--- src/rtl/mtet_pkg.sv ---
package mtet_pkg;

    localparam int unsigned SAMPLE_W = 16;
    localparam int unsigned CPT_W    = 16;
    localparam int unsigned TURN_W   = 16;
    localparam int unsigned HIST_W   = 18;
    localparam int unsigned AXIS_W   = 33;

    localparam logic [CPT_W:0] GLITCH_MARGIN = (CPT_W + 1)'(500);
    localparam logic [CPT_W-1:0] CPT_RESET   = CPT_W'(8192);

    localparam logic signed [TURN_W-1:0] TURN_MIN = {1'b1, {(TURN_W - 1){1'b0}}};
    localparam logic signed [TURN_W-1:0] TURN_MAX = {1'b0, {(TURN_W - 1){1'b1}}};

    typedef logic [SAMPLE_W-1:0]       t_sample;
    typedef logic [CPT_W-1:0]          t_cpt;
    typedef logic signed [TURN_W-1:0]  t_turn;
    typedef logic signed [HIST_W-1:0]  t_hist;
    typedef logic signed [AXIS_W-1:0]  t_axis;

endpackage

--- src/rtl/multi_turn_encoder_tracker_unit.sv ---
// channel  | direction | handshake                   | payload
// in       | to block  | i_in_valid / o_in_stall     | i_sample, i_zero_request
// out      | from block| o_out_valid / i_out_stall   | o_axis_count
// cfg      | to block  | i_cfg_valid / o_cfg_ready   | i_cfg_data (counts per turn)
//
// one sample per cycle sustained unless a stalled result backs the pipeline up
// tracking state (turn count, zero, sample history) updates when stage one advances
// the multiply by counts per turn sits in its own stage before the result register
// synchronous active-low reset clears the tracker and sets counts per turn to 8192
// a stalled result holds; the pipeline keeps filling until all three stages are full
module multi_turn_encoder_tracker_unit (
    input  logic                    i_clk,
    input  logic                    i_rst_n,
    input  logic                    i_in_valid,
    output logic                    o_in_stall,
    input  mtet_pkg::t_sample       i_sample,
    input  logic                    i_zero_request,
    output logic                    o_out_valid,
    input  logic                    i_out_stall,
    output mtet_pkg::t_axis         o_axis_count,
    input  logic                    i_cfg_valid,
    output logic                    o_cfg_ready,
    input  mtet_pkg::t_cpt          i_cfg_data
);
    import mtet_pkg::*;

    t_cpt    r_cpt;

    logic    r_s1_valid;
    t_sample r_s1_sample;
    logic    r_s1_zreq;

    logic    r_started;
    t_turn   r_turn;
    t_sample r_zero;
    t_hist   r_last;
    t_hist   r_older;

    logic    r_s2_valid;
    t_turn   r_s2_turn;
    t_hist   r_s2_cur;
    t_sample r_s2_zero;

    logic    r_out_valid;
    t_axis   r_axis;

    logic adv_out;
    logic adv2;
    logic adv1;

    logic    init;
    t_hist   eff_last;
    t_hist   eff_older;
    t_turn   eff_turn;
    t_sample eff_zero;
    t_hist   cur0;

    logic signed [HIST_W:0]   diff1;
    logic        [HIST_W:0]   abs1;
    logic        [CPT_W:0]    glitch_lim;
    logic                     glitch;
    logic signed [HIST_W+1:0] ext;
    t_hist                    ext_sat;
    t_hist                    n_cur;
    logic signed [HIST_W:0]   diff2;
    logic signed [23:0]       d24;
    logic signed [23:0]       ten;
    logic        [CPT_W+3:0]  nine;
    logic signed [23:0]       nine24;
    logic                     fwd;
    logic                     bwd;
    t_turn                    n_turn;

    logic signed [CPT_W:0]    cpt_s;
    logic signed [32:0]       prod;
    logic signed [34:0]       sum;

    assign o_cfg_ready = 1'b1;

    assign adv_out    = !r_out_valid || !i_out_stall;
    assign adv2       = !r_s2_valid || adv_out;
    assign adv1       = !r_s1_valid || adv2;
    assign o_in_stall = !adv1;

    // tracking update for the item in stage one
    always_comb begin
        init      = r_s1_zreq || !r_started;
        cur0      = HIST_W'({2'b00, r_s1_sample});
        eff_last  = init ? cur0 : r_last;
        eff_older = init ? cur0 : r_older;
        eff_turn  = init ? '0 : r_turn;
        eff_zero  = init ? r_s1_sample : r_zero;

        diff1      = (HIST_W + 1)'(cur0) - (HIST_W + 1)'(eff_last);
        abs1       = diff1[HIST_W] ? (HIST_W + 1)'(-diff1) : (HIST_W + 1)'(diff1);
        glitch_lim = {1'b0, r_cpt} + GLITCH_MARGIN;
        glitch     = abs1 > (HIST_W + 1)'(glitch_lim);

        // extrapolate and clamp to the history range
        ext = ((HIST_W + 2)'(eff_last) <<< 1) - (HIST_W + 2)'(eff_older);
        if (ext[HIST_W+1:HIST_W-1] == 3'b000 || ext[HIST_W+1:HIST_W-1] == 3'b111) begin
            ext_sat = ext[HIST_W-1:0];
        end else if (ext[HIST_W+1]) begin
            ext_sat = {1'b1, {(HIST_W - 1){1'b0}}};
        end else begin
            ext_sat = {1'b0, {(HIST_W - 1){1'b1}}};
        end
        n_cur = glitch ? ext_sat : cur0;

        // wrap test: 10 * diff against 9 * counts per turn
        diff2  = (HIST_W + 1)'(n_cur) - (HIST_W + 1)'(eff_last);
        d24    = 24'(diff2);
        ten    = (d24 <<< 3) + (d24 <<< 1);
        nine   = {r_cpt, 3'b000} + (CPT_W + 4)'(r_cpt);
        nine24 = $signed(24'(nine));
        fwd    = ten > nine24;
        bwd    = (-ten) > nine24;

        n_turn = eff_turn;
        if (fwd) begin
            if (eff_turn != TURN_MIN) begin
                n_turn = eff_turn - TURN_W'(1);
            end
        end else if (bwd) begin
            if (eff_turn != TURN_MAX) begin
                n_turn = eff_turn + TURN_W'(1);
            end
        end
    end

    always_comb begin
        cpt_s = $signed({1'b0, r_cpt});
        prod  = r_s2_turn * cpt_s;
        sum   = 35'(prod) + 35'(r_s2_cur) - 35'($signed({1'b0, r_s2_zero}));
    end

    always_ff @(posedge i_clk) begin
        if (!i_rst_n) begin
            r_cpt       <= CPT_RESET;
            r_s1_valid  <= 1'b0;
            r_started   <= 1'b0;
            r_turn      <= '0;
            r_zero      <= '0;
            r_last      <= '0;
            r_older     <= '0;
            r_s2_valid  <= 1'b0;
            r_out_valid <= 1'b0;
        end else begin
            if (i_cfg_valid) begin
                r_cpt <= i_cfg_data;
            end
            if (adv1) begin
                r_s1_valid <= i_in_valid;
            end
            if (adv2) begin
                r_s2_valid <= r_s1_valid;
                if (r_s1_valid) begin
                    r_started <= 1'b1;
                    r_turn    <= n_turn;
                    r_zero    <= eff_zero;
                    r_last    <= n_cur;
                    r_older   <= eff_last;
                end
            end
            if (adv_out) begin
                r_out_valid <= r_s2_valid;
            end
        end
    end

    always_ff @(posedge i_clk) begin
        if (adv1 && i_in_valid) begin
            r_s1_sample <= i_sample;
            r_s1_zreq   <= i_zero_request;
        end
        if (adv2 && r_s1_valid) begin
            r_s2_turn <= n_turn;
            r_s2_cur  <= n_cur;
            r_s2_zero <= eff_zero;
        end
        if (adv_out && r_s2_valid) begin
            r_axis <= sum[AXIS_W-1:0];
        end
    end

    assign o_out_valid  = r_out_valid;
    assign o_axis_count = r_axis;

endmodule

--- config.mk ---
export PLATFORM = sky130hd
export DESIGN_NAME = multi_turn_encoder_tracker_unit
export DESIGN_NICKNAME = d
export VERILOG_FILES = /design/src/rtl/mtet_pkg.sv /design/src/rtl/multi_turn_encoder_tracker_unit.sv
export SDC_FILE = /design/constraint.sdc
export NUM_CORES = 1
export LEC_CHECK = 0
export ABC_AREA = 1
export BUFFER_PORTS_ARGS = -buffer_cell sky130_fd_sc_hd__buf_2
export CAP_MARGIN = 10
export CORE_UTILIZATION = 45
export CTS_BUF_LIST = sky130_fd_sc_hd__clkbuf_8 sky130_fd_sc_hd__clkbuf_16
export CTS_CLUSTER_SIZE = 10
export DETAILED_ROUTE_END_ITERATION = 12
export SYNTH_ARGS = -nofsm -noshare
export SYNTH_HDL_FRONTEND = slang
export SYNTH_SLANG_ARGS = --single-unit
--- constraint.sdc ---
create_clock -name i_clk -period 11.2 [get_ports i_clk]
set_clock_uncertainty 0.05 [all_clocks]
set_input_delay 2.24 -clock i_clk [delete_from_list [all_inputs] [get_ports i_clk]]
set_output_delay 2.24 -clock i_clk [all_outputs]
set_load 0.005 [all_outputs]
==> run summary <==
Core region area: 0.0552 mm2
Cell variety after synth: 60
Standard-cell rows: 86
Final hold vios: 0
Root Driver: clkbuf_16
Reg2reg setup slack: 910 ps
Worst EP required: 11410 ps
Number of synthesized flops with an enable pin: 100
Vias in the first global route: 21900
Max-cap viol count: 0
Synth Net Count: 3883
Post-synthesis cell area: 0.0251 mm2
Dpl hpwl: 60.5 mm
Finish-stage setup viols: 0
Ports placed on the boundary: 74
GRT Util Overall: 0.273
CTS Buf Count: 17
Status: complete, no violations
Seq/Total Area, Yosys: 0.189
DIE WIDTH: 238 um
WS Path Type: flop to flop
Largest net degree at the start of global routing: 77
Vias per inst: 5.25
Actual slew at the worst max-slew pin: 982 ps
Total number of vias: 21900
Tcrit/Tclk final: 0.918
Die Span Y: 238 um
Die footprint: 0.0568 mm2
Warnings, synthesis: 0
Worst-path clk slew: 80 ps
Most frequent CP cell: nand2_1
Yosys top cell area share: 0.195
Hold buffer count at cts: 0
Fin Setup TNS: 0 ps
Fraction of layout cells with a size suffix above 1: 0.0877
Max Freq: 97.2 MHz
Grt ovf: 0
CTS tree: done
Largest stage delay, worst path: 420 ps
Worst EP arrival: 10500 ps
Area delta synth->final: 8.59%
Synth Instances: 3340
Worst hold stages: 2
Worst skew pair latency: 520 ps
DRT iter0 DRCs: 1648
CP endpoint kind: flop
Startpoint Class: flop
Gpl congestion: 0.956
Post-synth top flop: edfxtp_1
Dominant cell type by area after synthesis: fa_1
R2R cell count: 67
Diodes inserted: 0
FFs w/ async S/R, synth: 0
#FFs+latches synth: 188
H-tree Lvls: 4
HP Class: flop to flop
Crit path max fanout: 25
WL/cell: 18.0 um
Final worst path period need: 10290 ps
Final Slew Violations: 0
Post-Route WL: 74.7 mm
Nets@finish: 3941
Relative slew slack: 0.344
Placed cell area: 0.0265 mm2
Initial Util: 0.456
Post-DRT Antenna Nets: 0
CTS max path bufs: 2
First-pass GRT wire length: 119 mm
Finished Cell Area: 0.0273 mm2
Mean post-synth cell area: 7.53 um2
Initial antenna violation count: 4
# DRC: 0
Slowest cell on crit path: edfxtp_1
Pre-Repair DR Iteration Count: 5
Area contributors post-synth: fa_1 (20%), ha_1 (13%), edfxtp_1 (12%)
IO Port Bufs: 72
Clock sinks: 188
==> sequential cells by signal (all words and copies together), names as in the netlist <==
signal and count:
r_started 1, o_out_valid 1, r_s2_turn 16, r_cpt 16, r_s2_cur 18, r_turn 16, r_last 18, r_s1_sample 16
r_s1_valid 1, r_s2_valid 1, r_s2_zero 16, o_axis_count 33, r_zero 16, r_older 18, r_s1_zreq 1
==> per-layer routing <==
metal  track usage  vias to the layer above  routed length [um]
li1              -                    10600                   -
met1         0.372                    10500               33800
met2         0.446                      648               34700
met3        0.0368                      112                4290
met4        0.0853                        0                1870
met5             0                        -                   0
==> cell usage after synthesis (3+ instances only) <==
| cell type | n |
|---|---|
| or2_2 | 6 |
| a21oi_2 | 4 |
| nor2_1 | 153 |
| dfxtp_1 | 88 |
| xor2_1 | 121 |
| o31ai_1 | 6 |
| a31oi_1 | 23 |
| o21bai_1 | 20 |
| inv_2 | 20 |
| buf_1 | 6 |
| nand4_1 | 27 |
| nand2_2 | 22 |
| fa_1 | 245 |
| a21oi_1 | 195 |
| o211ai_1 | 8 |
| nor2_2 | 10 |
| o21ai_2 | 9 |
| nand2_1 | 755 |
| o21ai_0 | 143 |
| buf_6 | 6 |
| edfxtp_1 | 100 |
| a211oi_1 | 5 |
| a21o_1 | 7 |
| xnor2_1 | 28 |
| a21boi_0 | 4 |
| nand2_4 | 4 |
| clkbuf_1 | 94 |
| nand3_1 | 164 |
| inv_1 | 700 |
| nor3_1 | 37 |
| nand3b_1 | 8 |
| buf_2 | 3 |
| nor4_1 | 8 |
| o21ai_1 | 10 |
| ha_1 | 260 |
| nand3_2 | 9 |
==> final timing paths <==
path | startpoint | to
setup / recovery | r_s1_zreq$_DFFE_PP_ | r_s2_turn[4]$_DFFE_PP_
hold / removal | r_older[1]$_SDFFE_PN0P_ | r_older[1]$_SDFFE_PN0P_
setup reg to reg | r_s1_zreq$_DFFE_PP_ | r_s2_turn[4]$_DFFE_PP_
hold reg to reg | r_older[1]$_SDFFE_PN0P_ | r_older[1]$_SDFFE_PN0P_
==> stage by stage <==
step / hold slack (ps) / utilization / cells / setup slack [ps]
global placement: 387 / 0.480 / 4120 / 618
detailed placement: 390 / 0.480 / 4120 / 296
CTS: 402 / 0.492 / 4152 / 233
finish: 401 / 0.495 / 4159 / 913
global route: 423 / 0.495 / 4159 / -7.19
floorplan: 375 / - / 3340 / 381
==> worst max-delay path: cells and delay by family (launching register included) <==
family                     cells  cell delay [ps]
AOI/OAI and AO/OA             11             1860
buffers and inverters         11              940
xor gates and xnor gates       3              530
and+or+nand+nor               34             4380
adders and majority gates      8             1860
DFF                            1              420
==> cells in the final DEF (no fill, tap or decap), types with 9 or more instances in the layout <==
master / instances
nand4_1: 27
o21bai_1: 19
ha_1: 259
xnor2_1: 28
inv_2: 20
nor2_1: 151
xor2_1: 121
o21ai_1: 15
dfxtp_1: 87
nor2_2: 11
fa_1: 245
edfxtp_1: 100
nand2_2: 25
a21oi_1: 192
o21ai_0: 135
o21ai_2: 12
nand2_1: 751
nand3_1: 164
clkbuf_16: 17
nand3_2: 9
buf_2: 72
buf_4: 77
a31oi_1: 23
inv_1: 699
nor3_1: 33
==> area by class of cell <==
class	count	area, um2
tap	748	936
timing repair buffer	151	970
sequential	188	4770
clock buffer	17	425
clock inverter	15	214
fill	5434	27900
inverter	721	2710
multi-input combinational	2319	17300
==> logic make-up after synthesis <==
kind of cell               after synthesis  share of synthesized area
and+or+nand+nor                       1213                      0.206
buffers and inverters                  833                      0.127
adders and majority gates              505                      0.324
AOI/OAI and AO/OA                      450                      0.100
DFF                                    188                      0.189
xor gates and xnor gates               150                     0.0525
other                                    1                   0.000149
==> timing repair <==
item	CTS	global route
gates resized for setup	0	33
endpoints found under the setup margin	0	32
setup buffers	0	7
Power is left out: the tool's default activity adds up to more than one toggle a clock period on the data nets, which glitch-free logic cannot reach.
